$ cat src/design/wbd_pkg.sv
package wbd_pkg;

    localparam int MAX_BUFFER_WORDS_DEF = 32768;
    localparam int NUM_BLOCKS_DEF       = 2048;

    localparam int WORD_W     = 16;
    localparam int LEN_W      = 16;
    localparam int ID_W       = 11;
    localparam int IDX_W      = 15;
    localparam int STATUS_W   = 3;
    localparam int EPOCH_W    = 16;
    localparam int ADDR_W_MAX = 12;

    localparam int S_TDATA_W = 32;
    localparam int S_TUSER_W = 1;
    localparam int M_TDATA_W = 48;
    localparam int M_TUSER_W = 4;

    localparam logic signed [WORD_W-1:0] ID_ALIAS_A     = 16'sd2000;
    localparam logic signed [WORD_W-1:0] ID_ALIAS_A_MAP = 16'sd1080;
    localparam logic signed [WORD_W-1:0] ID_ALIAS_B     = 16'sd2001;
    localparam logic signed [WORD_W-1:0] ID_ALIAS_B_MAP = 16'sd1081;

    typedef enum logic [STATUS_W-1:0] {
        STS_HEADER   = 3'd0,
        STS_SAMPLE   = 3'd1,
        STS_DONE     = 3'd2,
        STS_TOO_LONG = 3'd3,
        STS_TRUNC    = 3'd4
    } t_status;

    typedef enum logic [3:0] {
        PH_ID      = 4'b0001,
        PH_COUNT   = 4'b0010,
        PH_SAMPLES = 4'b0100,
        PH_SWALLOW = 4'b1000
    } t_phase;

    typedef enum logic [1:0] {
        CS_CLEAR = 2'b01,
        CS_RUN   = 2'b10
    } t_clr_state;

    typedef struct packed {
        logic                  rd_en;
        logic [ADDR_W_MAX-1:0] rd_addr;
        logic                  wr_en;
        logic [ADDR_W_MAX-1:0] wr_addr;
        logic                  new_buf;
        logic                  start_clear;
    } t_seen_req;

    typedef struct packed {
        logic busy;
        logic epoch_full;
        logic hit;
    } t_seen_rsp;

endpackage

$ cat src/design/wbd_core.sv
module wbd_core
    import wbd_pkg::*;
#(
    parameter int MAX_BUFFER_WORDS = MAX_BUFFER_WORDS_DEF,
    parameter int NUM_BLOCKS       = NUM_BLOCKS_DEF
) (
    input  logic                     i_clk,
    input  logic                     i_rst_n,
    input  logic                     i_valid,
    output logic                     o_ready,
    input  logic signed [WORD_W-1:0] i_word_value,
    input  logic                     i_buffer_start,
    input  logic [LEN_W-1:0]         i_buffer_length,
    output logic                     o_valid,
    input  logic                     i_ready,
    output t_status                  o_status,
    output logic [ID_W-1:0]          o_blk_id,
    output logic signed [WORD_W-1:0] o_sample_value,
    output logic [IDX_W-1:0]         o_sample_index,
    output logic                     o_last_sample,
    output logic                     o_buffer_done,
    output t_seen_req                o_seen_req,
    input  t_seen_rsp                i_seen_rsp
);

    localparam int AW = $clog2(NUM_BLOCKS);

    // input register
    logic                     r_in_valid;
    logic signed [WORD_W-1:0] r_in_word;
    logic                     r_in_bs;
    logic [LEN_W-1:0]         r_in_len;

    // parse state
    t_phase              r_phase, n_phase;
    logic [LEN_W-1:0]    r_words_left, n_words_left;
    logic [WORD_W-1:0]   r_samples_left, n_samples_left;
    logic [IDX_W-1:0]    r_pos, n_pos;
    logic [AW-1:0]       r_blk, n_blk;
    logic                r_id_ok, n_id_ok;
    logic                r_acc, n_acc;

    // result register
    logic                     r_out_valid;
    t_status                  r_out_status;
    logic [ID_W-1:0]          r_out_block;
    logic signed [WORD_W-1:0] r_out_value;
    logic [IDX_W-1:0]         r_out_index;
    logic                     r_out_last;
    logic                     r_out_done;

    logic                     out_free;
    logic                     fire;
    logic                     in_ready;

    logic                     emit;
    t_status                  e_status;
    logic [ID_W-1:0]          e_blk;
    logic signed [WORD_W-1:0] e_val;
    logic [IDX_W-1:0]         e_idx;
    logic                     e_last;
    logic                     e_done;
    logic                     rd_en, wr_en;
    logic [ADDR_W_MAX-1:0]    rd_addr, wr_addr;

    assign out_free = !r_out_valid || i_ready;
    assign fire     = r_in_valid && !i_seen_rsp.busy
                      && !(r_in_bs && i_seen_rsp.epoch_full) && out_free;
    assign in_ready = !r_in_valid || fire;

    always_comb begin
        logic              live;
        logic [LEN_W-1:0]  rem;
        logic signed [WORD_W-1:0] id;
        logic              acc;
        t_phase            ph;

        n_phase        = r_phase;
        n_words_left   = r_words_left;
        n_samples_left = r_samples_left;
        n_pos          = r_pos;
        n_blk          = r_blk;
        n_id_ok        = r_id_ok;
        n_acc          = r_acc;
        emit     = 1'b0;
        e_status = STS_DONE;
        e_blk    = '0;
        e_val    = '0;
        e_idx    = '0;
        e_last   = 1'b0;
        e_done   = 1'b0;
        rd_en    = 1'b0;
        rd_addr  = '0;
        wr_en    = 1'b0;
        wr_addr  = '0;
        live     = 1'b1;
        rem      = '0;
        id       = r_in_word;
        acc      = r_id_ok && !i_seen_rsp.hit;

        // a buffer start wipes the parse state before the word is looked at
        if (r_in_bs) begin
            n_samples_left = '0;
            n_pos          = '0;
            n_blk          = '0;
            n_id_ok        = 1'b0;
            n_acc          = 1'b0;
            n_words_left   = '0;
            if ({1'b0, r_in_len} > (LEN_W + 1)'(MAX_BUFFER_WORDS)) begin
                n_phase  = PH_SWALLOW;
                emit     = 1'b1;
                e_status = STS_TOO_LONG;
                e_done   = 1'b1;
                live     = 1'b0;
            end else if (r_in_len == '0) begin
                n_phase  = PH_SWALLOW;
                emit     = 1'b1;
                e_status = STS_DONE;
                e_done   = 1'b1;
                live     = 1'b0;
            end else begin
                n_phase      = PH_ID;
                n_words_left = r_in_len;
            end
        end

        ph = n_phase;
        if (live && ph != PH_SWALLOW && n_words_left != '0) begin
            rem          = n_words_left - 1'b1;
            n_words_left = rem;
            unique case (ph)
                PH_ID: begin
                    if (rem == '0) begin
                        n_phase  = PH_SWALLOW;
                        emit     = 1'b1;
                        e_status = STS_TRUNC;
                        e_done   = 1'b1;
                    end else begin
                        if (r_in_word == ID_ALIAS_A) begin
                            id = ID_ALIAS_A_MAP;
                        end else if (r_in_word == ID_ALIAS_B) begin
                            id = ID_ALIAS_B_MAP;
                        end
                        if (!id[WORD_W-1] && ($unsigned(id) < WORD_W'(NUM_BLOCKS))) begin
                            n_blk   = id[AW-1:0];
                            n_id_ok = 1'b1;
                            rd_en   = 1'b1;
                            rd_addr = ADDR_W_MAX'(id[AW-1:0]);
                        end else begin
                            n_blk   = '0;
                            n_id_ok = 1'b0;
                        end
                        n_phase = PH_COUNT;
                    end
                end
                PH_COUNT: begin
                    if (r_in_word[WORD_W-1] || ({1'b0, r_in_word[WORD_W-2:0]} > rem)) begin
                        n_phase      = PH_SWALLOW;
                        n_words_left = '0;
                        emit         = 1'b1;
                        e_status     = STS_TRUNC;
                        e_done       = 1'b1;
                    end else begin
                        n_samples_left = r_in_word;
                        n_pos          = '0;
                        n_phase        = (r_in_word != '0) ? PH_SAMPLES : PH_ID;
                        if (rem == '0) begin
                            n_phase = PH_SWALLOW;
                        end
                        n_acc = acc;
                        if (acc) begin
                            wr_en    = 1'b1;
                            wr_addr  = ADDR_W_MAX'(r_blk);
                            emit     = 1'b1;
                            e_status = STS_HEADER;
                            e_blk    = ID_W'(r_blk);
                            e_done   = (rem == '0);
                        end else if (rem == '0) begin
                            emit     = 1'b1;
                            e_status = STS_DONE;
                            e_done   = 1'b1;
                        end
                    end
                end
                PH_SAMPLES: begin
                    if (r_samples_left != '0) begin
                        n_samples_left = r_samples_left - 1'b1;
                    end
                    n_pos = r_pos + 1'b1;
                    if (n_samples_left == '0) begin
                        n_phase = PH_ID;
                    end
                    if (rem == '0) begin
                        n_phase = PH_SWALLOW;
                    end
                    if (r_acc) begin
                        emit     = 1'b1;
                        e_status = STS_SAMPLE;
                        e_blk    = ID_W'(r_blk);
                        e_val    = r_in_word;
                        e_idx    = r_pos;
                        e_last   = (n_samples_left == '0);
                        e_done   = (rem == '0);
                    end else if (rem == '0) begin
                        emit     = 1'b1;
                        e_status = STS_DONE;
                        e_done   = 1'b1;
                    end
                end
                default: begin
                    n_phase = PH_SWALLOW;
                end
            endcase
        end
    end

    always_ff @(posedge i_clk) begin
        if (!i_rst_n) begin
            r_in_valid     <= 1'b0;
            r_out_valid    <= 1'b0;
            r_phase        <= PH_ID;
            r_words_left   <= '0;
            r_samples_left <= '0;
            r_pos          <= '0;
            r_blk          <= '0;
            r_id_ok        <= 1'b0;
            r_acc          <= 1'b0;
        end else begin
            if (in_ready) begin
                r_in_valid <= i_valid;
            end
            if (fire) begin
                r_out_valid    <= emit;
                r_phase        <= n_phase;
                r_words_left   <= n_words_left;
                r_samples_left <= n_samples_left;
                r_pos          <= n_pos;
                r_blk          <= n_blk;
                r_id_ok        <= n_id_ok;
                r_acc          <= n_acc;
            end else if (i_ready) begin
                r_out_valid <= 1'b0;
            end
        end
    end

    always_ff @(posedge i_clk) begin
        if (in_ready && i_valid) begin
            r_in_word <= i_word_value;
            r_in_bs   <= i_buffer_start;
            r_in_len  <= i_buffer_length;
        end
        if (fire && emit) begin
            r_out_status <= e_status;
            r_out_block  <= e_blk;
            r_out_value  <= e_val;
            r_out_index  <= e_idx;
            r_out_last   <= e_last;
            r_out_done   <= e_done;
        end
    end

    assign o_seen_req.rd_en       = fire && rd_en;
    assign o_seen_req.rd_addr     = rd_addr;
    assign o_seen_req.wr_en       = fire && wr_en;
    assign o_seen_req.wr_addr     = wr_addr;
    assign o_seen_req.new_buf     = fire && r_in_bs;
    assign o_seen_req.start_clear = r_in_valid && r_in_bs && i_seen_rsp.epoch_full
                                    && !i_seen_rsp.busy;

    assign o_ready        = in_ready;
    assign o_valid        = r_out_valid;
    assign o_status       = r_out_status;
    assign o_blk_id       = r_out_block;
    assign o_sample_value = r_out_value;
    assign o_sample_index = r_out_index;
    assign o_last_sample  = r_out_last;
    assign o_buffer_done  = r_out_done;

endmodule

$ cat config.mk
export PLATFORM = sky130hd
export DESIGN_NAME = wbd_core
export DESIGN_NICKNAME = d
export VERILOG_FILES = /design/src/design/wbd_pkg.sv /design/src/design/wbd_core.sv
export SDC_FILE = /design/constraint.sdc
export NUM_CORES = 1
export LEC_CHECK = 0
export BUFFER_PORTS_ARGS = -buffer_cell sky130_fd_sc_hd__clkbuf_2
export CAP_MARGIN = 15
export CORE_ASPECT_RATIO = 1.2
export CORE_MARGIN = 2
export CORE_UTILIZATION = 62
export DETAILED_ROUTE_END_ITERATION = 12
export GPL_TIMING_DRIVEN = 0
export PLACE_DENSITY_LB_ADDON = 0.25
export SLEW_MARGIN = 20
export SYNTH_ARGS = -nofsm -noshare
export SYNTH_HDL_FRONTEND = slang
export SYNTH_SLANG_ARGS = --single-unit
$ cat constraint.sdc
create_clock -name i_clk -period 16.21 [get_ports i_clk]
set_input_delay 1.621 -clock i_clk [delete_from_list [all_inputs] [get_ports i_clk]]
set_output_delay 1.621 -clock i_clk [all_outputs]
set_load 0.01 [all_outputs]
==> flow_summary.json <==
{
  "worst-endpoint-arrival_ns": 6.87,
  "crit_required_ns": 14.59,
  "syn-cell-area_um2": 7970,
  "initial_core_util": 0.6319,
  "reg2regPathDepth": 19,
  "drv_cap": 0,
  "pwr_density_cell_nw_per_um2": 98.44,
  "die_h_um": 128.2,
  "yosysWarnings": 0,
  "cts_tree": "yes",
  "rows": 45,
  "port_buffers": 114,
  "worstHoldPathType": "reg -> reg",
  "placed_area_um2": 8807,
  "ys_ff_latch": 146,
  "antenna_found_initial": 2,
  "drive_gt1_frac": 0.2131,
  "numCtsBuffers": 17,
  "skew_ns": 0.008637,
  "finalHoldViolCount": 0,
  "cp-endpoint": "o_seen_req[4]",
  "coreArea_um2": 12610,
  "power_leakage_nw": 3.688,
  "die-area_um2": 13780,
  "dr.pass1.iters": 7,
  "grt_pass1_wl_mm": 40.15,
  "async_flop_share": 0,
  "final_area_um2": 9378,
  "mostFrequentLayoutCell": "clkbuf_2",
  "wl_per_cell_um": 23.67,
  "num_io_pins": 117,
  "ys_seq_area_frac": 0.4672,
  "slew_viol_final": 0,
  "finalWorstPathRequiredPeriod_ns": 8.489,
  "timing.fmax_mhz": 117.8,
  "syn_to_final_growth_pct": 17.66,
  "netlist_instances": 799,
  "cts_buffer_depth": 2,
  "vias": 7633,
  "tns_ns": 0,
  "syn_avg_cell_area_um2": 9.975,
  "rrSetupSlack_ns": 9.35,
  "ctsResizeCount": 0,
  "final_nets": 995,
  "clk_latency_ns": 0.44,
  "wirelength_mm": 26.32,
  "crit_path_end_kind": "output pin",
  "ir_drop_mv": 0.08171,
  "multi_input_area_um2": 3980,
  "via_per_inst": 6.864,
  "path_class": "reg -> out",
  "regArea_um2": 3724,
  "slew_headroom": 0.4267,
  "finalCritPeriodShare": 0.5237,
  "post-cts-setup-buffers": 0,
  "cp-start-kind": "flip-flop",
  "grt_usage": 0.3862,
  "synth_edf_count": 80,
  "place_congestion": 0.9883,
  "r2r_start": "r_in_bs$_DFFE_PP_",
  "synth.distinct_cells": 84,
  "crit_fanout": 10,
  "grt_overflow_total": 0,
  "fillers": 905,
  "drc": 0,
  "h-tree-depth": 4,
  "synth_top_flop_cell": "edfxtp_1",
  "ctsRootBufferMaster": "clkbuf_16",
  "startpoint": "r_in_bs$_DFFE_PP_",
  "hpwl_mm": 18.22,
  "antenna_cells": 0,
  "grt_pass1_vias": 7428,
  "ctsHoldBuffers": 0,
  "die_x_um": 107.5,
  "cts.sinks": 146,
  "setup_viol_count_final": 0,
  "postRouteAntennaNets": 0,
  "grt_max_degree": 34,
  "rsz0062_at_grt": "no",
  "clk_pin_slew_ns": 0.06,
  "r2r-end": "o_sample_index[11]$_SDFFCE_PN0P_",
  "drt_iter0_markers": 917,
  "tightest_slew_ns": 0.8542,
  "layout_common_cells": "115 x clkbuf_2, 80 x edfxtp_1, 66 x dfxtp_1",
  "status": "finished clean"
}
## how the worst min path moves through the flow
stage                               startpoint                   end  depth (start not counted)
after detailed placement  r_id_ok$_SDFFE_PN0P_  r_id_ok$_SDFFE_PN0P_                          1
after global placement    r_id_ok$_SDFFE_PN0P_  r_id_ok$_SDFFE_PN0P_                          1
after floorplan           r_id_ok$_SDFFE_PN0P_  r_id_ok$_SDFFE_PN0P_                          1
after CTS                 r_id_ok$_SDFFE_PN0P_  r_id_ok$_SDFFE_PN0P_                          1
final                     r_id_ok$_SDFFE_PN0P_  r_id_ok$_SDFFE_PN0P_                          1
after global routing      r_id_ok$_SDFFE_PN0P_  r_id_ok$_SDFFE_PN0P_                          1
## critical path, stage by stage, from the launching register on
cell and delay (ns):
edfxtp_1 0.43, inv_1 0.29, clkbuf_1 0.64, clkbuf_1 0.57, nor2_1 0.24, a22oi_1 0.44, ha_1 0.33, o21ai_2 0.13
or4_1 0.52, a311oi_2 0.46, ha_1 0.31, nand4_1 0.12, a21oi_1 0.06, a211o_1 0.30, o211a_1 0.20, nor4_1 0.66
clkbuf_1 0.36, and3_1 0.23, clkbuf_2 0.16
## per-stage QoR
step	worst slack (ns)	hold slack (ns)	std cells	utilization	total power, mW
final	7.721	0.4494	1112	0.7436	0.9232
after global routing	7.572	0.4634	1112	0.7436	0.9444
after CTS	7.997	0.4452	1112	0.7436	0.9176
after detailed placement	8.518	0.4316	1080	0.6983	0.5417
after global placement	7.443	0.4241	1078	0.6938	0.5384
after floorplan	9.457	0.4180	800	-	0.4983
## metal layers
metal | global-route usage | share of wire
met5 | 0 | 0.00049
met4 | 0.2353 | 0.062
met3 | 0.08897 | 0.097
met2 | 0.6448 | 0.49
met1 | 0.4484 | 0.35
## registers in the layout, summed over array words and instances, names as in the netlist, 3 cells and up
| signal | flops |
|---|---|
| o_blk_id | 11 |
| o_sample_index | 15 |
| o_sample_value | 16 |
| o_status | 3 |
| r_blk | 11 |
| r_in_len | 16 |
| r_in_word | 16 |
| r_phase | 4 |
| r_pos | 15 |
| r_samples_left | 16 |
| r_words_left | 16 |
## power by group
part / leakage [nW] / internal [mW] / switching, mW
Combinational: 2.20 / 0.0449 / 0.0797
Clock: 0.283 / 0.225 / 0.158
Sequential: 1.20 / 0.401 / 0.0148
Total: 3.69 / 0.671 / 0.252
## synth_stat cells, drive strengths merged, types with 14 or more instances
master / instances / share of area
nor2: 48 / 0.023
a21oi: 40 / 0.026
ha: 20 / 0.031
edfxtp: 80 / 0.30
inv: 18 / 0.0085
buf: 17 / 0.013
nand2: 46 / 0.022
nor4: 17 / 0.019
nand4: 14 / 0.011
nor3: 27 / 0.018
o21ai: 46 / 0.031
clkbuf: 30 / 0.014
nand3: 19 / 0.012
and3: 31 / 0.024
and2: 62 / 0.049
dfxtp: 66 / 0.17
## kinds of logic after synthesis
logic type / after synthesis / share of synthesized area
flip-flops: 146 / 0.4672
AND/OR/NAND/NOR: 320 / 0.2301
other: 1 / 0.0004705
AO/OA/AOI/OAI: 223 / 0.2088
adder cells (fa/ha/maj): 20 / 0.03140
XOR/XNOR: 18 / 0.01978
multiplexers: 5 / 0.006437
buffers and inverters: 66 / 0.03579
## final cells by class
| type | count | area share |
|---|---|---|
| Tap cell | 164 | 0.02188 |
| Buffer | 47 | 0.02282 |
| Clock buffer | 18 | 0.04576 |
| Sequential cell | 146 | 0.3971 |
| Clock inverter | 14 | 0.01508 |
| Timing Repair Buffer | 116 | 0.06538 |
| Multi-Input combinational cell | 588 | 0.4244 |
| Inverter | 19 | 0.007605 |
(Power assumes the default switching activity.)
